<file path="config.mk">
export PLATFORM = sky130hd
export DESIGN_NAME = repeating_timer_table
export DESIGN_NICKNAME = d
export VERILOG_FILES = /design/src/rtl/rtt_pkg.sv /design/src/rtl/repeating_timer_table.sv /design/src/rtl/rtt_due_unit.sv
export SDC_FILE = /design/constraint.sdc
export NUM_CORES = 2
export LEC_CHECK = 0
export BUFFER_PORTS_ARGS = -buffer_cell sky130_fd_sc_hd__buf_2
export CAP_MARGIN = 20
export CORE_MARGIN = 4
export CORE_UTILIZATION = 30
export DETAILED_ROUTE_END_ITERATION = 16
export PLACE_DENSITY = 0.54
export SLEW_MARGIN = 30
export SYNTH_ARGS = -nofsm -noshare
export SYNTH_HDL_FRONTEND = slang
export SYNTH_HIERARCHICAL = 1
export SYNTH_SLANG_ARGS = --single-unit
</file>
<file path="constraint.sdc">
create_clock -name clk -period 15.9 [get_ports clk]
set_input_delay 2.385 -clock clk [delete_from_list [all_inputs] [get_ports clk]]
set_output_delay 2.385 -clock clk [all_outputs]
set_load 0.005 [all_outputs]
</file>
<file path="src/rtl/rtt_pkg.sv">
// package for the repeating timer table: constants and shared types
package rtt_pkg;
  localparam int DefaultDepth = 16;
  localparam int MaxResults = 16;

  typedef enum logic [1:0] {
    ST_FIRED = 2'd0,
    ST_ADDED = 2'd1,
    ST_FULL  = 2'd2,
    ST_IDLE  = 2'd3
  } status_t;

  localparam logic CMD_ADD  = 1'b0;
  localparam logic CMD_TICK = 1'b1;

  // one table entry
  typedef struct packed {
    logic [2:0]  kind;
    logic [15:0] handle;
    logic [31:0] delay;
    logic [31:0] last_call;
    logic [15:0] calls_made;
    logic [15:0] limit;
  } entry_t;
endpackage

</file>
<file path="src/rtl/repeating_timer_table.sv">
// top level of the repeating timer table
//
// usage:
//   one input channel (valid/ready) carries requests: command 0 adds a timer,
//   command 1 ticks at now_time. one output channel (valid/ready) carries
//   result requests with status, fired_handle, fired_kind and last.
//   an add gives one result in the cycle after acceptance; ready returns in
//   the cycle after that result is taken.
//   a tick walks the stored entries once per kind 0..7 through a single
//   shared due unit, reading then testing each entry for each kind, then
//   compacts the table, reading then moving each entry. a tick on an empty
//   table gives one result with idle status.
//   at most 16 firings are reported per tick.
//   each firing is held until the next one is found, so its last flag is
//   known; the final result comes out after the compaction pass.
//   the block holds ready low for the whole of one request.
//   a stalled receiver stops the walk for as long as out_ready is low
//   while a result is shown.
//   reset empties the table (count to zero); stored entries are not cleared.
//   entries live in one memory written and read one address per cycle.
module repeating_timer_table #(
  parameter int TABLE_DEPTH = rtt_pkg::DefaultDepth
) (
  input  logic        clk,
  input  logic        rst,
  input  logic        in_valid,
  output logic        in_ready,
  input  logic        command,
  input  logic [31:0] now_time,
  input  logic [2:0]  timer_kind,
  input  logic [15:0] callback_handle,
  input  logic [31:0] delay_ticks,
  input  logic signed [15:0] call_limit,
  output logic        out_valid,
  input  logic        out_ready,
  output logic [1:0]  status,
  output logic [15:0] fired_handle,
  output logic [2:0]  fired_kind,
  output logic        last
);
  import rtt_pkg::*;

  localparam int IW = (TABLE_DEPTH > 1) ? $clog2(TABLE_DEPTH) : 1;
  localparam int CW = $clog2(TABLE_DEPTH + 1);
  localparam int RW = $clog2(MaxResults + 1);

  typedef enum logic [2:0] {
    S_IDLE, S_READ, S_TEST, S_CREAD, S_CMOVE, S_OUT
  } state_t;

  state_t state;
  entry_t mem [TABLE_DEPTH];
  logic   rm  [TABLE_DEPTH];    // remove marks
  entry_t rd;                   // registered read data
  logic [IW-1:0] idx;           // walk index
  logic [IW-1:0] wr;            // compaction write index
  logic [CW-1:0] count;
  logic [2:0]    kind_cur;
  logic [RW-1:0] nres;
  logic [31:0]   now_q;
  logic          final_out;     // result shown is the last one
  logic          hold_valid;    // a firing is waiting for its last flag
  logic [15:0]   hold_handle;
  logic [2:0]    hold_kind;

  logic   due, expire;
  entry_t upd;
  rtt_due_unit u_due (.ent(rd), .now_time(now_q), .due(due), .expire(expire), .upd(upd));

  // write port control
  logic          we;
  logic [IW-1:0] waddr;
  entry_t        wdata;

  logic last_idx;
  logic walk_end;
  logic fire;
  assign last_idx = (CW'(idx) == count - CW'(1));
  assign walk_end = last_idx && (kind_cur == 3'd7);
  assign fire     = (rd.kind == kind_cur) && due && (nres < RW'(MaxResults));

  always_comb begin
    we = 1'b0; waddr = idx; wdata = upd;
    if (state == S_IDLE && in_valid && command == CMD_ADD && count < CW'(TABLE_DEPTH)) begin
      we = 1'b1;
      waddr = count[IW-1:0];
      wdata.kind = timer_kind;
      wdata.handle = callback_handle;
      wdata.delay = delay_ticks;
      wdata.last_call = now_time;
      wdata.calls_made = '0;
      wdata.limit = (call_limit == 16'sd0) ? 16'd1 : call_limit;
    end else if (state == S_TEST && fire) begin
      we = 1'b1;
    end else if (state == S_CMOVE && !rm[idx]) begin
      we = 1'b1; waddr = wr; wdata = rd;
    end
  end

  always_ff @(posedge clk) begin
    if (we) mem[waddr] <= wdata;
    rd <= mem[idx];
  end

  assign in_ready = (state == S_IDLE);

  always_ff @(posedge clk) begin
    if (rst) begin
      state <= S_IDLE;
      count <= '0;
      out_valid <= 1'b0;
      idx <= '0;
      hold_valid <= 1'b0;
      for (int i = 0; i < TABLE_DEPTH; i++) rm[i] <= 1'b0;
    end else begin
      case (state)
        S_IDLE: if (in_valid) begin
          now_q <= now_time;
          idx <= '0; wr <= '0; kind_cur <= '0; nres <= '0;
          hold_valid <= 1'b0;
          for (int i = 0; i < TABLE_DEPTH; i++) rm[i] <= 1'b0;
          if (command == CMD_ADD) begin
            out_valid <= 1'b1; last <= 1'b1;
            final_out <= 1'b1;
            state <= S_OUT;
            if (count < CW'(TABLE_DEPTH)) begin
              count <= count + CW'(1);
              status <= ST_ADDED;
              fired_handle <= callback_handle;
              fired_kind <= timer_kind;
            end else begin
              status <= ST_FULL; fired_handle <= '0; fired_kind <= '0;
            end
          end else if (count == '0) begin
            out_valid <= 1'b1; last <= 1'b1; final_out <= 1'b1;
            status <= ST_IDLE; fired_handle <= '0; fired_kind <= '0;
            state <= S_OUT;
          end else begin
            state <= S_READ;
          end
        end
        S_READ: state <= S_TEST;   // read data lands in rd
        S_TEST: begin
          state <= walk_end ? S_CREAD : S_READ;
          if (fire) begin
            nres <= nres + RW'(1);
            if (expire) rm[idx] <= 1'b1;
            // the earlier firing is now known not to be the last
            if (hold_valid) begin
              out_valid <= 1'b1; last <= 1'b0; final_out <= 1'b0;
              status <= ST_FIRED; fired_handle <= hold_handle; fired_kind <= hold_kind;
              state <= S_OUT;
            end
            hold_valid <= 1'b1;
            hold_handle <= rd.handle;
            hold_kind <= rd.kind;
          end
          // advance walk position
          if (last_idx) begin
            idx <= '0;
            kind_cur <= kind_cur + 3'd1;
          end else begin
            idx <= idx + IW'(1);
          end
        end
        S_CREAD: state <= S_CMOVE;
        S_CMOVE: begin
          if (!rm[idx]) wr <= wr + IW'(1);
          if (last_idx) begin
            count <= CW'(wr) + CW'(!rm[idx]);
            out_valid <= 1'b1; last <= 1'b1; final_out <= 1'b1;
            // held firing closes the tick, else nothing was due
            if (hold_valid) begin
              status <= ST_FIRED; fired_handle <= hold_handle; fired_kind <= hold_kind;
            end else begin
              status <= ST_IDLE; fired_handle <= '0; fired_kind <= '0;
            end
            state <= S_OUT;
          end else begin
            idx <= idx + IW'(1);
            state <= S_CREAD;
          end
        end
        S_OUT: if (out_ready) begin
          out_valid <= 1'b0;
          if (final_out) state <= S_IDLE;
          else if (idx == '0 && kind_cur == 3'd0) state <= S_CREAD;  // walk done
          else state <= S_READ;
        end
        default: state <= S_IDLE;
      endcase
    end
  end

  assert property (@(posedge clk) disable iff (rst) count <= CW'(TABLE_DEPTH))
    else $error("count above depth");
  assert property (@(posedge clk) disable iff (rst) out_valid |-> state == S_OUT)
    else $error("result outside output state");
  assert property (@(posedge clk) disable iff (rst) in_ready |-> !out_valid)
    else $error("ready while result held");
endmodule

</file>
<file path="src/rtl/rtt_due_unit.sv">
// shared due test and entry update for one table entry
module rtt_due_unit (
  input  rtt_pkg::entry_t ent,
  input  logic [31:0]     now_time,
  output logic            due,
  output logic            expire,
  output rtt_pkg::entry_t upd
);
  import rtt_pkg::*;
  logic [31:0] elapsed;
  logic [15:0] calls_inc;

  assign elapsed   = now_time - ent.last_call;
  assign due       = elapsed >= ent.delay;
  assign calls_inc = (ent.calls_made == 16'hffff) ? ent.calls_made : ent.calls_made + 16'd1;

  always_comb begin
    upd = ent;
    upd.last_call  = now_time;
    upd.calls_made = calls_inc;
  end

  // bit 15 clear means a finite limit
  assign expire = !ent.limit[15] && (calls_inc >= ent.limit);
endmodule
</file>
==> Word-level counts from Yosys, hierarchy flattened <==
Memory sizes are Yosys's and may differ from the RTL's. A register that Yosys moved wholly into a read port is not among the register bits.
Cells that the tools add are included.
{ "word_totals": {"register_bits": 99, "latch_bits": 0, "mem_bits_rw": 1856, "romBits": 0, "inputBits": 104, "output_inout_bits": 24, "mem_count": 2} }
{ "classes": {"add_sub_neg": 9, "n_mul": 0, "div_mod_pow": 0, "magnitude_cmp": 4, "eq_ne": 20, "shifts": 0, "n_mux": 114, "bitwise": 18, "reduce_logical": 33} }
{ "memory_table": {"columns": ["name", "depth", "width", "read_ports", "rd_ports_with_merged_regs", "wr", "line_no", "text"], "rows": [
  ["mem", 16, 115, 1, 1, 1, "repeating_timer_table.sv:52", "entry_t mem [TABLE_DEPTH];"],
  ["rm", 16, 1, 1, 1, 16, "repeating_timer_table.sv:53", "logic rm [TABLE_DEPTH];"]
]} }
{ "ops": {"columns": ["cell", "n"], "rows": [
  ["16-bit two-way mux", 10],
  ["64-bit two-way mux", 2],
  ["115-bit two-way mux", 1],
  ["3-bit two-way mux", 17],
  ["16-bit one-hot mux with 3 select lines", 1],
  ["1-bit two-way mux", 45],
  ["4-bit two-way mux", 10],
  ["32-bit >= comparator", 1],
  ["32-bit subtractor", 1],
  ["5-bit two-way mux", 6],
  ["2-bit two-way mux", 11],
  ["5-bit one-hot mux with 2 select lines", 2],
  ["2-bit inequality test (second input constant)", 9],
  ["3-bit one-hot mux with 6 select lines", 1],
  ["16-bit by 1-bit adder with 16-bit output (second input constant)", 1],
  ["16-bit equality test (second input constant)", 1],
  ["16-bit >= comparator", 1],
  ["16-bit zero test", 1],
  ["1-bit OR", 16],
  ["7-bit AND reduction", 2],
  ["4-bit one-hot mux with 3 select lines", 1],
  ["3-bit AND reduction", 4],
  ["4-bit AND reduction", 3],
  ["5-bit by 1-bit adder with 5-bit output (second input constant)", 2],
  ["other kinds (31)", 49]
]} }

==> Depth between registers and ports, before layout <==
{ "depth": {"word_depth": 11, "depth_mapped": 24, "mapped_depth_nobuf": 24} }

==> Hierarchy <==
The synthesis kept the hierarchy.
{ "by_module_without_submodules": {"columns": ["module", "instances", "cells_per_inst", "area_each_um2", "seq_area_each_um2"], "rows": [
  ["repeating_timer_table", 1, 3611, 78552.8, 60788.3],
  ["rtt_due_unit", 1, 630, 4304.1, 0.0]
]} }

==> Worst setup path after synthesis <==
No wires, ideal clock.
{ "synth_timing": {"path_kind": "reg-to-reg", "from": "register now_q[0]", "to": "memory mem[11][0] in the netlist's numbering (enable)", "setup_time_ns": 0.911, "t_arrival_ns": 15.527, "required_ns": 14.989, "slack_ns": -0.538, "stages_incl_launch_ff": 22, "period_less_slack_ns": 16.438, "cell_sequence": "edfxtp_1 inv_1 ha_1 inv_1 fa_1 a21o_1 a311oi_1 o21a_1 o21a_1 o21ai_0 xor2_1 ha_1 nand4_1 nor4_1 a221o_1 a41o_1 nand2b_1 nor4_1 nand2_1 nand3_1 o31ai_1 nor4b_1"} }
{ "synth_via": {"elab_chain_len": 9, "word_cells_on_any_way": 11} }
{ "synth_lines": {"columns": ["item", "line_no", "text"], "rows": [
  ["start, declared", "repeating_timer_table.sv:60", "logic [31:0] now_q;"],
  ["start signal, assigned", "repeating_timer_table.sv:118", "now_q <= now_time;"],
  ["32-bit subtractor (*)", "rtt_due_unit.sv:13", "assign elapsed = now_time - ent.last_call;"],
  ["32-bit >= comparator (*)", "rtt_due_unit.sv:14", "assign due = elapsed >= ent.delay;"],
  ["named net due", "repeating_timer_table.sv:66", "logic due, expire;"],
  ["1-bit logical AND (*) (2 in series)", "repeating_timer_table.sv:80", "assign fire = (rd.kind == kind_cur) && due && (nres < RW'(MaxResults));"],
  ["1-bit logical AND (*)", "repeating_timer_table.sv:93", "end else if (state == S_TEST && fire) begin"],
  ["1-bit two-way mux", "repeating_timer_table.sv:93", null],
  ["1-bit two-way mux", "repeating_timer_table.sv:84", "if (state == S_IDLE && in_valid && command == CMD_ADD && count < CW'(TABLE_DEPTH)) begin"],
  ["1-bit two-way mux", "repeating_timer_table.sv:101", "if (we) mem[waddr] <= wdata;"],
  ["1-bit two-way mux (implied by the code)", "repeating_timer_table.sv:101", null],
  ["end, declared", "repeating_timer_table.sv:52", null]
]} }
The timed path passes the listed nets; every way through them passes the cells marked *.

==> Worst setup path in the final report <==
{ "layout_timing": {"from": "register now_q[0]", "to": "memory mem[0][76] in the netlist's numbering (enable)"} }
Same word-level chain as after synthesis.

==> impl_metrics.py <==
metrics = {
    "min_path": {
        "min-delay-start": "rm[6]",
        "hp-class": "flop to flop",
    },
    "cts": {
        "cts_tree": "done",
        "cts_hold_buf": 0,
        "htreeDepth": 4,
        "cts_sinks": 2074,
        "post_cts_buffers": 0,
        "clockBufferDepth": 4,
        "clock_latency_ns": 0.84,
        "cts_inserted_buffers": 200,
        "cts-resized-gates": 0,
        "cts.clk_slew.worst_paths_ns": 0.06,
        "clock-root-buffer": "clkbuf_16",
    },
    "timing": {
        "setup_viol": 0,
        "fmaxAchievable_mhz": 127.2,
        "period_minus_slack_ns": 7.863,
        "finalCritPeriodShare_pct": 49.46,
        "slew_headroom_pct": 32.34,
        "tns_ns": 0,
        "fin_ws_ns": 8.037,
        "hold_viol": 0,
        "rsz0062_at_grt": "no",
        "worstMarginPinSlew_ns": 1.015,
        "skew_ns": 0.05744,
        "holdWs_ns": 0.4541,
        "slew_violations": 0,
    },
    "final_layout": {
        "seqCellArea_sq_um": 60800,
        "drive_gt1_share_pct": 26.54,
        "multi_input_area_sq_um": 20750,
        "fin_nets": 4543,
        "area_growth_pct": 13.86,
        "utilization_pct": 34.39,
        "final_cell_area_sq_um": 94340,
        "fin_cells": 8197,
        "nFillCells": 25830,
    },
    "grt": {
        "grt_max_degree": 119,
        "antenna_found_initial": 23,
        "grt_pass1_vias": 42740,
        "gr-usage-all-layers_pct": 14.44,
        "grt_pass1_wl_mm": 305.9,
        "grt_overflow": 0,
    },
    "power": {
        "p_total_mw": 17.42,
        "power.density_nw_per_um2": 184.6,
        "vdd_drop_max_mv": 0.1184,
        "leakagePower_nw": 29.32,
    },
    "run_status": {
        "status": "completed",
    },
    "place": {
        "placed_area_sq_um": 87850,
        "place_ws_ns": 8.001,
        "dp.cells": 7829,
        "port_buffers": 127,
        "place_congestion": 0.7773,
        "dpl.hpwl_mm": 108.5,
    },
    "critical_path": {
        "crit_fanout": 39,
        "crit_start": "now_q[0]",
        "reg2reg_from": "now_q[0]",
        "crit_type": "flop to flop",
        "crit_arrival_ns": 8.30,
        "worst_setup_path_end_kind": "flop",
        "required_ns": 16.34,
        "startpoint_type": "flop",
    },
    "synthesis": {
        "synth.cell_area_sq_um": 82860,
        "synth_seq_cells": 2074,
        "netlist-cell-type-count": 76,
        "synth_cells": 4241,
        "synth-edff-count": 1925,
        "synth_flop_cell": "edfxtp_1",
        "syn_avg_cell_area_sq_um": 19.54,
        "ys_seq_area_share_pct": 73.37,
        "async_flop_share_pct": 0,
        "yosysWarnings": 6,
        "syn_nets": 4439,
    },
    "routing": {
        "drtIter0Drc": 4127,
        "routed_wl_mm": 210.2,
        "vias_per_cell": 5.019,
        "drc": 0,
        "ant_nets": 0,
        "route.vias.total": 41140,
        "dr.pass1.iters": 5,
        "wl_per_cell_um": 25.64,
    },
    "floorplanning": {
        "pin_count": 128,
        "die_w_um": 533.5,
        "initial_utilization_pct": 30.20,
        "dieArea_sq_um": 284700,
        "die_h_um": 533.5,
        "fp.coreArea_sq_um": 274300,
        "rows": 192,
    },
    "flow_run": {
        "drv_cap": 0,
    },
}
[flip-flops by register name, summed over array words and instances, names as in the netlist, named ones only]
name,count
hold_handle,16
fired_kind,3
state,3
now_q,32
final_out,1
out_valid,1
wr,4
status,2
hold_kind,3
count,5
mem,1840
idx,4
nres,5
fired_handle,16
hold_valid,1
kind_cur,3
rm,16
rd,115
[final cells by class]
cell class,instances,area share (%)
antenna,8,0.02122
clock buffer,275,5.787
clock inverter,85,0.8462
inverter,98,0.3899
multi-input combinational,1755,22.00
sequential,2074,64.45
tap,3686,4.889
timing repair buffer,216,1.618
[critical path: stages, from the launching register on]
cell	delay, ns
edfxtp_1	0.39
inv_1	0.07
ha_1	0.17
inv_1	0.06
fa_1	0.40
a21o_1	0.21
a311oi_1	0.30
o21a_1	0.34
o21a_1	0.21
o21ai_0	0.12
xor2_1	0.17
ha_1	0.28
nand4_1	0.14
nor4_1	0.31
a221o_1	0.20
a41o_1	0.46
nand2b_1	0.11
nor4_1	0.34
nand2_1	0.22
o221ai_1	0.28
o31ai_1	0.21
nor3_2	0.14
buf_4	0.67
buf_4	0.59
buf_12	0.30
buf_4	0.73
[cell families after synthesis]
group / count (synthesis) / synth area share, %
xor+xnor: 50 / 0.5285
compound gates: 370 / 2.946
simple gates: 648 / 3.419
buf+inv: 412 / 2.454
fa+ha+maj: 94 / 1.429
mux: 593 / 15.86
flops: 2074 / 73.37
[cell usage after synthesis (all sizes together), types with 3 or more instances]
library cell,n,area (sq um)
o211ai,9,67.56
nand2,306,1149
o21bai,5,37.54
xor2,17,148.9
nand4,19,118.9
and3,12,75.07
mux4,575,12950
inv,97,364.1
a221o,3,30.03
o21ai,51,255.2
a211oi,11,92.58
o31ai,6,45.04
and4,3,26.28
nor2,187,701.9
o21a,14,105.1
nor3b,9,67.56
nand3,26,130.1
mux2,5,60.05
nor2b,5,31.28
ha,93,1164
and2,13,83.83
edfxtp,1925,57810
a21oi,71,355.3
mux2i,13,130.1
clkbuf,117,439.2
a311oi,5,50.04
a31oi,107,669.4
buf,197,1226
or4b,3,33.78
xnor2,33,289.0
a22o,21,185.2
o211a,4,40.04
o22ai,8,50.05
nor4,13,96.34
a21o,32,241.5
dfxtp,149,2983
nor3,30,171.4
nand2b,12,75.07
[routing by layer]
layer	track usage, %	vias up	share of wire, %
met4	2.410	8	1.4
met3	2.057	240	5.3
met2	23.51	1203	48
met5	0	-	0.021
met1	20.90	22330	45
li1	-	17370	-
[final timing paths]
kind	to	slack [ns]	cells past startpoint
hold reg to reg	rm[6]	0.45	2
setup / recovery	mem[0][76]	8.04	25
setup reg to reg	mem[0][76]	8.04	25
hold / removal	rm[6]	0.45	2
[where the power goes]
part	switching (mW)	internal, mW	total, mW	leakage (nW)
clock	2.00	2.64	4.63	3.05
combinational	3.05	1.79	4.84	7.66
sequential	0.299	7.65	7.95	18.6
total	5.34	12.1	17.4	29.3
[placed cells by master, fill, tap and decap left out, types with 13 or more instances in the layout]
| cell | n |
|---|---|
| o21ai_0 | 51 |
| o21a_1 | 14 |
| buf_4 | 67 |
| xnor2_1 | 33 |
| a31oi_1 | 22 |
| edfxtp_1 | 1925 |
| buf_2 | 127 |
| nor2_1 | 182 |
| a21o_1 | 31 |
| nor3_1 | 22 |
| a31oi_2 | 85 |
| xor2_1 | 17 |
| clkbuf_8 | 13 |
| a21oi_2 | 16 |
| clkinv_2 | 21 |
| nand4_1 | 19 |
| clkinv_1 | 42 |
| a21oi_1 | 55 |
| dfxtp_1 | 145 |
| bufinv_16 | 15 |
| ha_1 | 93 |
| a22o_1 | 20 |
| clkbuf_1 | 60 |
| mux2i_1 | 13 |
| clkbuf_16 | 202 |
| inv_1 | 97 |
| nand3_1 | 25 |
| buf_12 | 16 |
| mux4_2 | 575 |
| nand2_1 | 305 |
Power figures use the tool's default switching activity.
